File: src/design/crrf_pkg.sv
// Package: constants, codes and types shared by the CAN range route forwarder.
package crrf_pkg;

  localparam int ROUTE_SLOTS = 8;
  localparam int QUEUE_DEPTH = 16;
  localparam int MAX_RESULTS = 16;
  localparam int RW = $clog2(ROUTE_SLOTS);
  localparam int QW = $clog2(QUEUE_DEPTH);
  localparam int ID_W = 29;
  // route entry: active, src, dst, kind, lo, hi
  localparam int ROUTE_W = 1 + 1 + 1 + 1 + ID_W + ID_W;
  // queue entry: chan, kind, id, len, data
  localparam int QENT_W = 1 + 1 + ID_W + 4 + 64;

  localparam logic [2:0] MODE_FRAME  = 3'd0;
  localparam logic [2:0] MODE_ADD    = 3'd1;
  localparam logic [2:0] MODE_REMOVE = 3'd2;
  localparam logic [2:0] MODE_DRAIN  = 3'd3;
  localparam logic [2:0] MODE_CLEAR  = 3'd4;

  localparam logic [1:0] ST_OK    = 2'd0;
  localparam logic [1:0] ST_INVAL = 2'd1;
  localparam logic [1:0] ST_FULL  = 2'd2;
  localparam logic [1:0] ST_EMPTY = 2'd3;

  typedef struct packed {
    logic            active;
    logic            src;
    logic            dst;
    logic            kind;
    logic [ID_W-1:0] lo;
    logic [ID_W-1:0] hi;
  } route_t;

  typedef struct packed {
    logic            chan;
    logic            kind;
    logic [ID_W-1:0] id;
    logic [3:0]      len;
    logic [63:0]     data;
  } qent_t;

endpackage

File: src/design/crrf_ram.sv
// Generic single-port-write, single-port-read RAM with registered read.
module crrf_ram #(
  parameter int WIDTH = 8,
  parameter int DEPTH = 16
) (
  input  logic                     clk,
  input  logic                     we,
  input  logic [$clog2(DEPTH)-1:0] waddr,
  input  logic [WIDTH-1:0]         wdata,
  input  logic [$clog2(DEPTH)-1:0] raddr,
  output logic [WIDTH-1:0]         rdata
);
  logic [WIDTH-1:0] mem [DEPTH];

  always_ff @(posedge clk) begin
    if (we) begin
      mem[waddr] <= wdata;
    end
    rdata <= mem[raddr];
  end
endmodule

File: src/design/can_range_route_forwarder_unit.sv
// Top level of the CAN range route forwarder: route table, queue and sequencer.
//
// Two-channel CAN gateway. Routes live in a small synchronous RAM, queued
// frames in a second one; both have registered reads. A received frame walks
// the used route slots one at a time (read a slot in S_SCAN, then in S_CMP
// compare it and push a copy to the queue RAM on a match while the queue has
// room). Add, remove, clear, unknown modes and an empty drain go straight to
// S_RESP, which waits for the output register to free up. A drain streams
// queued words from the queue RAM read port, reading each in S_DRAIN and
// loading it in S_DOUT, at most 16 per drain item, flagged last on the final
// one. Route slot validity is held in flip-flops, so no clearing pass is
// needed after reset. The block works on one item at a time: in_ready is high
// only in idle. A single-word result is loaded into the output register and
// may still wait there while the next item is accepted; that item's own
// result waits until the register is free. A drain holds in_ready low until
// its last word has been taken.
module can_range_route_forwarder_unit (
  input  logic                         clk,
  input  logic                         rst,
  input  logic                         in_valid,
  output logic                         in_ready,
  input  logic [2:0]                   mode,
  input  logic                         source_channel,
  input  logic                         dest_channel,
  input  logic                         frame_kind,
  input  logic [crrf_pkg::ID_W-1:0]    message_id,
  input  logic [crrf_pkg::ID_W-1:0]    id_low,
  input  logic [crrf_pkg::ID_W-1:0]    id_high,
  input  logic [3:0]                   byte_count,
  input  logic [63:0]                  payload,
  input  logic [2:0]                   route_index,
  output logic                         out_valid,
  input  logic                         out_ready,
  output logic [1:0]                   status,
  output logic                         is_frame,
  output logic [2:0]                   added_index,
  output logic                         out_channel,
  output logic                         out_kind,
  output logic [crrf_pkg::ID_W-1:0]    out_id,
  output logic [3:0]                   out_length,
  output logic [63:0]                  out_payload,
  output logic [31:0]                  forwarded_total,
  output logic [4:0]                   queued_now,
  output logic                         last
);
  import crrf_pkg::*;

  typedef enum logic [5:0] {
    S_IDLE  = 6'b000001,
    S_SCAN  = 6'b000010,
    S_CMP   = 6'b000100,
    S_DRAIN = 6'b001000,
    S_DOUT  = 6'b010000,
    S_RESP  = 6'b100000
  } state_t;

  state_t state;

  // latched input word
  logic [2:0]      c_mode;
  logic            c_src, c_dst, c_kind;
  logic [ID_W-1:0] c_id, c_lo, c_hi;
  logic [3:0]      c_len;
  logic [63:0]     c_data;
  logic [2:0]      c_ridx;

  logic [ROUTE_SLOTS-1:0] slot_valid;
  logic [RW:0]            routes_used;
  logic [31:0]            match_count;
  logic [QW-1:0]          write_pointer, read_pointer;
  logic [QW:0]            fill_level;
  logic [RW:0]            scan_idx;
  logic [$clog2(MAX_RESULTS+1)-1:0] drained;

  // route RAM
  logic          rt_we;
  logic [RW-1:0] rt_waddr, rt_raddr;
  route_t        rt_wdata, rt_rdata;
  logic [ROUTE_W-1:0] rt_rbits;

  crrf_ram #(.WIDTH(ROUTE_W), .DEPTH(ROUTE_SLOTS)) u_route_ram (
    .clk(clk), .we(rt_we), .waddr(rt_waddr), .wdata(rt_wdata),
    .raddr(rt_raddr), .rdata(rt_rbits)
  );
  assign rt_rdata = route_t'(rt_rbits);

  // queue RAM
  logic          q_we;
  qent_t         q_wdata, q_rdata;
  logic [QENT_W-1:0] q_rbits;

  crrf_ram #(.WIDTH(QENT_W), .DEPTH(QUEUE_DEPTH)) u_queue_ram (
    .clk(clk), .we(q_we), .waddr(write_pointer), .wdata(q_wdata),
    .raddr(read_pointer), .rdata(q_rbits)
  );
  assign q_rdata = qent_t'(q_rbits);

  logic in_fire, out_fire, slot_in_range, hit, more_slots;
  logic       out_load;
  logic [1:0] resp_status;
  logic [2:0] resp_added;

  assign in_ready = (state == S_IDLE);
  assign in_fire  = in_valid && in_ready;
  assign out_fire = out_valid && out_ready;

  logic [RW-1:0] rt_raddr_q;

  // compare stage sees slot scan_idx-1 in rt_rdata
  assign hit = slot_valid[rt_raddr_q] && rt_rdata.src == c_src &&
               rt_rdata.kind == c_kind && c_id >= rt_rdata.lo && c_id <= rt_rdata.hi;
  assign more_slots = (scan_idx < routes_used);
  assign slot_in_range = 1'b1;

  // status and slot of a single-word result
  always_comb begin
    resp_status = ST_OK;
    resp_added  = '0;
    case (c_mode)
      MODE_FRAME: ;
      MODE_ADD: begin
        if (routes_used >= (RW+1)'(ROUTE_SLOTS)) begin
          resp_status = ST_FULL;
        end else if (c_src == c_dst) begin
          resp_status = ST_INVAL;
        end else begin
          resp_added = 3'(routes_used);
        end
      end
      MODE_REMOVE: begin
        if ({1'b0, c_ridx} >= 4'(routes_used)) begin
          resp_status = ST_INVAL;
        end
      end
      MODE_DRAIN: resp_status = ST_EMPTY;
      MODE_CLEAR: ;
      default: resp_status = ST_INVAL;
    endcase
  end

  // load the output register with a drain word or a single-word result
  assign out_load = (state == S_DOUT && (!out_valid || out_fire)) ||
                    (state == S_RESP && !(c_mode == MODE_DRAIN && drained != '0) &&
                     !out_valid);

  always_comb begin
    rt_we    = 1'b0;
    rt_waddr = routes_used[RW-1:0];
    rt_wdata.active = 1'b1;
    rt_wdata.src    = c_src;
    rt_wdata.dst    = c_dst;
    rt_wdata.kind   = c_kind;
    rt_wdata.lo     = c_lo;
    rt_wdata.hi     = c_hi;
    q_we            = (state == S_CMP) && hit && (fill_level < (QW+1)'(QUEUE_DEPTH));
    q_wdata.chan    = rt_rdata.dst;
    q_wdata.kind    = c_kind;
    q_wdata.id      = c_id;
    q_wdata.len     = c_len;
    q_wdata.data    = c_data;
    if (state == S_RESP && c_mode == MODE_ADD && !out_valid && slot_in_range &&
        routes_used < (RW+1)'(ROUTE_SLOTS) && c_src != c_dst) begin
      rt_we = 1'b1;
    end
  end

  // issue the slot read straight from the scan index so the data lands in S_CMP
  assign rt_raddr = (state == S_SCAN) ? scan_idx[RW-1:0] : rt_raddr_q;

  always_ff @(posedge clk) begin
    if (rst) begin
      state         <= S_IDLE;
      slot_valid    <= '0;
      routes_used   <= '0;
      match_count   <= '0;
      write_pointer <= '0;
      read_pointer  <= '0;
      fill_level    <= '0;
      out_valid     <= 1'b0;
      scan_idx      <= '0;
      drained       <= '0;
      rt_raddr_q    <= '0;
    end else begin
      if (out_load) begin
        out_valid <= 1'b1;
      end else if (out_fire) begin
        out_valid <= 1'b0;
      end
      case (state)
        S_IDLE: begin
          if (in_fire) begin
            c_mode <= mode;  c_src <= source_channel; c_dst <= dest_channel;
            c_kind <= frame_kind; c_id <= message_id; c_lo <= id_low; c_hi <= id_high;
            c_len  <= (byte_count > 4'd8) ? 4'd8 : byte_count;
            c_data <= payload; c_ridx <= route_index;
            scan_idx   <= '0;
            drained    <= '0;
            rt_raddr_q <= '0;
            if (mode == MODE_FRAME) begin
              state <= S_SCAN;
            end else if (mode == MODE_DRAIN && fill_level != '0) begin
              state <= S_DRAIN;
            end else begin
              state <= S_RESP;
            end
          end
        end
        S_SCAN: begin
          // issue read of slot scan_idx, or finish
          if (more_slots) begin
            rt_raddr_q <= scan_idx[RW-1:0];
            scan_idx   <= scan_idx + 1'b1;
            state      <= S_CMP;
          end else begin
            state <= S_RESP;
          end
        end
        S_CMP: begin
          if (hit) begin
            match_count <= match_count + 32'd1;
            if (q_we) begin
              write_pointer <= write_pointer + 1'b1;
              fill_level    <= fill_level + 1'b1;
            end
          end
          state <= S_SCAN;
        end
        S_DRAIN: begin
          // read at read_pointer is in flight; S_DOUT loads it into the output register
          state <= S_DOUT;
        end
        S_DOUT: begin
          if (!out_valid || out_fire) begin
            status          <= ST_OK;
            is_frame        <= 1'b1;
            added_index     <= '0;
            out_channel     <= q_rdata.chan;
            out_kind        <= q_rdata.kind;
            out_id          <= q_rdata.id;
            out_length      <= q_rdata.len;
            out_payload     <= q_rdata.data;
            forwarded_total <= match_count;
            queued_now      <= 5'(fill_level - 1'b1);
            last            <= (fill_level == (QW+1)'(1)) ||
                               (drained == ($bits(drained))'(MAX_RESULTS - 1));
            read_pointer    <= read_pointer + 1'b1;
            fill_level      <= fill_level - 1'b1;
            drained         <= drained + 1'b1;
            if ((fill_level == (QW+1)'(1)) ||
                (drained == ($bits(drained))'(MAX_RESULTS - 1))) begin
              state <= S_RESP;
              c_mode <= MODE_DRAIN;
            end else begin
              state <= S_DRAIN;
            end
          end
        end
        S_RESP: begin
          if (c_mode == MODE_DRAIN && drained != '0) begin
            // drain results already sent; wait for the final word
            if (!out_valid || out_fire) begin
              state <= S_IDLE;
            end
          end else if (!out_valid) begin
            is_frame        <= 1'b0;
            added_index     <= resp_added;
            out_channel     <= 1'b0;
            out_kind        <= 1'b0;
            out_id          <= '0;
            out_length      <= '0;
            out_payload     <= '0;
            forwarded_total <= (c_mode == MODE_CLEAR) ? 32'd0 : match_count;
            queued_now      <= 5'(fill_level);
            last            <= 1'b1;
            status          <= resp_status;
            case (c_mode)
              MODE_ADD: begin
                if (resp_status == ST_OK) begin
                  slot_valid[routes_used[RW-1:0]] <= 1'b1;
                  routes_used <= routes_used + 1'b1;
                end
              end
              MODE_REMOVE: begin
                if (resp_status == ST_OK) begin
                  slot_valid[c_ridx[RW-1:0]] <= 1'b0;
                end
              end
              MODE_CLEAR: begin
                match_count <= '0;
              end
              default: ;
            endcase
            state <= S_IDLE;
          end
        end
        default: state <= S_IDLE;
      endcase
    end
  end
endmodule
File: config.mk
export PLATFORM = sky130hd
export DESIGN_NAME = can_range_route_forwarder_unit
export DESIGN_NICKNAME = d
export VERILOG_FILES = /design/src/design/crrf_pkg.sv /design/src/design/crrf_ram.sv /design/src/design/can_range_route_forwarder_unit.sv
export SDC_FILE = /design/constraint.sdc
export NUM_CORES = 2
export LEC_CHECK = 0
export BUFFER_PORTS_ARGS = -buffer_cell sky130_fd_sc_hd__clkbuf_2
export CAP_MARGIN = 20
export CELL_PAD_IN_SITES_DETAIL_PLACEMENT = 2
export CELL_PAD_IN_SITES_GLOBAL_PLACEMENT = 2
export CORE_AREA = 3 3 469 471
export CTS_CLUSTER_SIZE = 10
export DETAILED_ROUTE_END_ITERATION = 8
export DIE_AREA = 0 0 472 474
export PLACE_DENSITY = 0.73
export SLEW_MARGIN = 5
export SYNTH_ARGS = -nofsm -noshare
export SYNTH_HDL_FRONTEND = slang
export SYNTH_SLANG_ARGS = --single-unit
File: constraint.sdc
create_clock -name clk -period 8.1 [get_ports clk]
set_clock_uncertainty 0.15 [all_clocks]
set_input_delay 0.405 -clock clk [delete_from_list [all_inputs] [get_ports clk]]
set_output_delay 0.405 -clock clk [all_outputs]
set_load 0.005 [all_outputs]
**Yosys cells after proc, flatten, opt, wreduce, memory -nomap -nowiden**

Memory sizes are Yosys's and may differ from the RTL's. A register that Yosys moved wholly into a read port is not among the register bits.
Cells that the tools add are included.

- Memories: 2
- Logic and storage cells: 232
- Output and inout port bits: 145
- Input bits: 168
- Bits in read-only memories: 0
- Latch bits: 0
- Memory bits (writable): 2072
- Bits in registers: 383

- Multiplexer cells: 93
- Divide/modulo/power cells: 0
- $lt $le $gt $ge: 13
- Bitwise operators: 6
- $mul: 0
- Reductions and logical operators: 49
- Add/sub/neg operators: 8
- Equality and inequality tests: 29
- Shifts and indexed selects: 0

Memories:

| name | words | bits a word | read ports | clocked after Yosys merged registers in | wr ports | RTL line | RTL |
|---|---|---|---|---|---|---|---|
| u_queue_ram.mem | 16 | 99 | 1 | 1 | 1 | crrf_ram.sv:13 | `logic [WIDTH-1:0] mem [DEPTH];` |
| u_route_ram.mem | 8 | 61 | 1 | 1 | 1 | crrf_ram.sv:13 |  |

Operators by type and width:

| kind | count |
|---|---|
| 64-bit 2-to-1 mux | 3 |
| 32-bit 2-to-1 mux | 5 |
| 32-bit one-hot mux with 2 select lines | 2 |
| 64-bit one-hot mux with 2 select lines | 1 |
| 29-bit 2-to-1 mux | 3 |
| 29-bit one-hot mux with 2 select lines | 1 |
| 6-bit 2-to-1 mux | 9 |
| 3-bit 2-to-1 mux | 12 |
| 6-bit one-hot mux with 6 select lines | 1 |
| 5-bit 2-to-1 mux | 7 |
| 32-bit by 1-bit adder with 32-bit output (second input constant) | 1 |
| 5-bit one-hot mux with 2 select lines | 3 |
| 29-bit greater-or-equal comparator | 1 |
| 29-bit less-or-equal comparator | 1 |
| 1-bit 2-to-1 mux | 20 |
| 4-bit 2-to-1 mux | 5 |
| 1-bit logical AND | 19 |
| 3-bit one-hot mux with 2 select lines | 3 |
| 4-bit by 1-bit adder with 4-bit output (second input constant) | 4 |
| 8-bit 2-to-1 mux | 2 |
| 4-bit one-hot mux with 2 select lines | 2 |
| 8-bit one-hot mux with 2 select lines | 1 |
| 5-bit AND reduction | 3 |
| 2-bit nonzero test | 7 |
| 46 further kinds | 82 |

**Logic depth before layout (Yosys ltp)**

- Word-level depth: 11
- Mapped depth: 12
- Mapped depth without buffers: 10

**By module**

Synthesis repeated with hierarchy kept, for this count alone.

- Cell total of the unflattened synthesis: 4569
- Area, all modules: 97528.5 sq um

Modules (own cells, without submodules):

| module | cells each | instances | sequential area each (sq um) | area an instance (sq um) |
|---|---|---|---|---|
| crrf_ram (u_queue_ram) | 2534 | 1 | 49547.5 | 61208.7 |
| crrf_ram (u_route_ram) | 792 | 1 | 16135.5 | 20233.2 |
| can_range_route_forwarder_unit | 1243 | 1 | 10740.3 | 16086.7 |

**Worst setup path before layout**

OpenSTA, ideal clock, no wires.

- Kind: register to register
- Start point: reg state[1]
- End point: reg c_data[0], enable pin
- Period minus slack after synthesis: 8.724 ns
- Path slack: -0.624 ns
- Setup time: 0.683 ns
- Cell stages (with the launch flop): 7
- Arrival: 7.891 ns
- Required time: 7.267 ns
- Path buffers: 0
- Cell sequence: dfxtp_1 > nor4_2 > nand2_1 > or2_2 > inv_2 > nand2_1 > nor2_1

- Longest elaborated chain between the ends: 3

RTL lines:

| item | RTL line | RTL |
|---|---|---|
| start, declared | can_range_route_forwarder_unit.sv:57 | `state_t state;` |
| start signal, assigned | can_range_route_forwarder_unit.sv:172 | `state <= S_IDLE;` |
| start signal, assigned | can_range_route_forwarder_unit.sv:200 | `state <= S_SCAN;` |
| start signal, assigned | can_range_route_forwarder_unit.sv:202 | `state <= S_DRAIN;` |
| 6-bit by 1-bit equality test with 1-bit output (*) | can_range_route_forwarder_unit.sv:103 | `assign in_ready = (state == S_IDLE);` |
| via in_ready | can_range_route_forwarder_unit.sv:21 | `output logic in_ready,` |
| 1-bit logical AND | can_range_route_forwarder_unit.sv:104 | `assign in_fire = in_valid && in_ready;` |
| 3-bit AND reduction (no source line) (*) | - |  |
| end signal, assigned | can_range_route_forwarder_unit.sv:195 | `c_data <= payload; c_ridx <= route_index;` |
| end, declared | can_range_route_forwarder_unit.sv:64 | `logic [63:0] c_data;` |

The timed path passes the listed nets; every way through them passes the cells marked *.
A chain may end at the register's enable or synchronous reset.

**Worst setup path in the final report**

- Start point: reg c_id[2]
- End point: mem u_queue_ram.mem[4][39] (netlist bit), enable pin

- Longest elaborated chain between the ends: 7
- Elaborated cells between the ends (all ways): 8

RTL lines:

| item | RTL line | RTL |
|---|---|---|
| start, declared | can_range_route_forwarder_unit.sv:62 | `logic [ID_W-1:0] c_id, c_lo, c_hi;` |
| start signal, assigned | can_range_route_forwarder_unit.sv:193 | `c_kind <= frame_kind; c_id <= message_id; c_lo <= id_low; c_hi <= id_high;` |
| 29-bit greater-or-equal comparator | can_range_route_forwarder_unit.sv:111 | `rt_rdata.kind == c_kind && c_id >= rt_rdata.lo && c_id <= rt_rdata.hi;` |
| 1-bit logical AND | can_range_route_forwarder_unit.sv:111 |  |
| 1-bit logical AND (*) | can_range_route_forwarder_unit.sv:111 |  |
| 1-bit logical AND (*) (2 in series) | can_range_route_forwarder_unit.sv:155 | `q_we = (state == S_CMP) && hit && (fill_level < (QW+1)'(QUEUE_DEPTH));` |
| 1-bit 2-to-1 mux (*) | crrf_ram.sv:16 | `if (we) begin` |
| 1-bit 2-to-1 mux (implied by the code) (*) | crrf_ram.sv:17 | `mem[waddr] <= wdata;` |
| end, declared | crrf_ram.sv:13 |  |

Mark *: on every way between the ends. The rest lies on a longest branch, timed or not.

==> metrics.txt <==
status=complete, no violations; vias in the first global route=around 54k; grt total ovfl=0; CP Buf/Inv Count=1; crit path cell chain=ha_1, nand3_1, o21bai_1, a31oi_1, o41ai_1, a21o_1, and2_1, and4_1, and3_4, buf_4; CTS tree=done; CP top delay family=simple AND/OR/NAND/NOR gates; net count after synthesis=around 4.6k; DIE WIDTH=roughly 470 um; largest family of logic cells by synthesized area=multiplexers; Port Buffer Count=312; Layout Cells excl Fill=approximately 8.1k; routed wire length per instance=about 38 um; Compound-Gate Fraction of Synth Area=1.35%; Slew @ Worst Pin=~1100 ps; Ports=313; Synth Cell Area=a little under 100000 um2; Lkg Pwr=36.3 nW; ys flop type=edfxtp_1; Tcrit/Tclk final=around 73%; EDFF count, synth=about 2.4k; total track usage=~27%; # Max-Cap Violations=0; sw frac=a little over a fifth; Power Dens Cells=around 250 nW/um2; DP HPWL=between 150000 and 200000 um; Arr. time, crit path=~6300 ps; layout cells sized above 1=between 20% and 30%; total routed wirelength=~300000 um; Clock Power Share=45.0%; Max Slew Vio Count=0; CTS Hold Bufs=175; Net count, final=approximately 5.3k; placed insts=between 7k and 8k; combinational share of power=roughly 1.7%; flop and latch count out of synthesis=roughly 2.6k; # DRC=0; final non-filler cell area=roughly 110000 um2; most common cell in the netlist=edfxtp_1; CP required=about 8500 ps; Tmin final=roughly 6000 ps; post-synthesis sequential area ratio=between 70 and 80%; synthesized area per cell=22.3 um2; synthesized netlist cell count=4341; clock latency on the worst-skew pair=around 940 ps; largest buffer count on any clock path=4; final hold slack=between 40 and 50 ps; Final Util=between 50 and 60%; Layout area overhead=16.6%; internal power=22.5 mW; PostCTS Resize Cnt=0; initial antenna violation count=28; peak supply drop=approximately 0.24 mV; cts bufs inserted=316; adder-cell share of the synthesized area=slightly above 1%; Place WS=around 2100 ps; HP Class=in2reg; sequential cell fraction of total power=between 50% and 60%; mux cell area share after synthesis=approximately 15%; via count=about 50k; warning count from the yosys run=0; unrepaired setup endpoints after global routing=false; xor/xnor cell area share of the yosys netlist=less than 1%; Post-synth top cells=edfxtp_1 (2379), mux4_2 (619), dfxtp_1 (236); max incr delay on CP=~1000 ps; Worst Path Max Fanout=46; final hold viol count=0; Post-CTS Setup Repair Bufs=0; initial core utilization=44.8%; Final WS setup=roughly 2200 ps; slew margin rel.=29.6%; DR pass1 iterations=6; asr flop ratio synth=0%; CP max stage cell=edfxtp_1; Yosys top cell area share=73.7%; f_max=169 MHz; element type at the critical path start=flop; clk sinks=around 2.6k; Worst Setup End Kind=flop; setup_tns=0 ps; Synth cell types=68; sw power=around 6 mW; post-route ant nets=0; vias per inst=6.01; initial drt markers=about 5.2k; Routability Congestion=between 0.7 and 0.8; CTS clk-pin slew, worst paths=roughly 90 ps; wire length of the first global-routing pass=436000 um; root buf cell=clkbuf_16; simple-gate area share of the yosys netlist=around 2.6%; Yosys top cell by area=edfxtp_1; # H-tree levels=5; DP Area=~100000 um2; Core Box Area=around 220000 um2; site row count=171; largest cells by area after synthesis=edfxtp_1 (74%), mux4_2 (14%), dfxtp_1 (4.9%); die area=224000 um2; Setup CP Type=reg2reg; die height=474 um; final setup vio count=0; largest net degree at the start of global routing=128; Overall Power=28.6 mW
[per-layer routing]
metal | vias to the layer above | GRT usage, % | wire (um)
li1 | 19400 | - | -
met1 | 26900 | 34.2 | 117000
met2 | 1889 | 50.2 | 167000
met3 | 492 | 3.55 | 14300
met4 | 10 | 7.76 | 8580
met5 | - | 0 | 68
[sequential cells by signal (all words and copies together), names as in the netlist, 29 cells and up]
register and count:
out_payload 64, c_lo 29, u_queue_ram.mem 1584, u_queue_ram.rdata 99, c_data 64, match_count 32, u_route_ram.rdata 61, c_id 29
u_route_ram.mem 488, forwarded_total 32, out_id 29, c_hi 29
[cells in the final DEF (no fill, tap or decap), drive strengths merged, types with 10 or more instances in the layout]
master       count
a211oi          10
a21o            11
a21oi           63
a31oi           20
a32o            10
and2           142
and3            31
and4            10
buf             78
clkbuf         816
clkinv          11
dfxtp          236
diode           13
dlygate4sd3    175
edfxtp        2379
ha              79
inv             85
mux2            64
mux4           619
nand2           68
nand2b          11
nand3           32
nand4           18
nor2            75
nor2b           18
nor3            29
nor4            11
o21ai           29
xnor2           11
[area by class of cell]
cell class / count / area [um2]
Multi-Input combinational cell: 1453 / 19900
Timing Repair Buffer: 565 / 4260
Sequential cell: 2615 / 76200
Clock inverter: 13 / 121
Tap cell: 2854 / 3570
Antenna cell: 13 / 32.5
Clock buffer: 504 / 8740
Fill cell: 18300 / 103000
Inverter: 84 / 318
[path summary, 6_finish.rpt]
path	from	endpoint	slack, ps	cells after the start
max reg2reg	c_id[2]	u_queue_ram.mem[4][39]	2190	10
max	c_id[2]	u_queue_ram.mem[4][39]	2190	10
min reg2reg	match_count[17]	match_count[17]	350	1
min	payload[6]	c_data[6]	40	2
[kinds of logic after synthesis]
group | after synthesis
xor+xnor | 15
buf+inv | 273
compound gates | 200
fa+ha+maj | 79
simple gates | 469
flops | 2615
mux | 690
[worst register-to-register path: stages (launching register included)]
cell and delay [ps]:
edfxtp_1 1020, ha_1 380, nand3_1 130, o21bai_1 150
a31oi_1 120, o41ai_1 550, a21o_1 330, and2_1 220
and4_1 720, and3_4 740, buf_4 840
[power by group through the flow]
stage / Clock (mW) / Sequential (mW) / Combinational (mW)
6_report: 12.9 / 15.3 / 0.482
5_1_grt: 13.6 / 15.3 / 0.515
2_1_floorplan: 0 / 15.4 / 0.174
3_5_place_dp: 0 / 15.5 / 0.398
3_3_place_gp: 0 / 15.5 / 0.376
4_1_cts: 12.9 / 15.3 / 0.481
No activity file was read; power rests on OpenSTA's default activity.
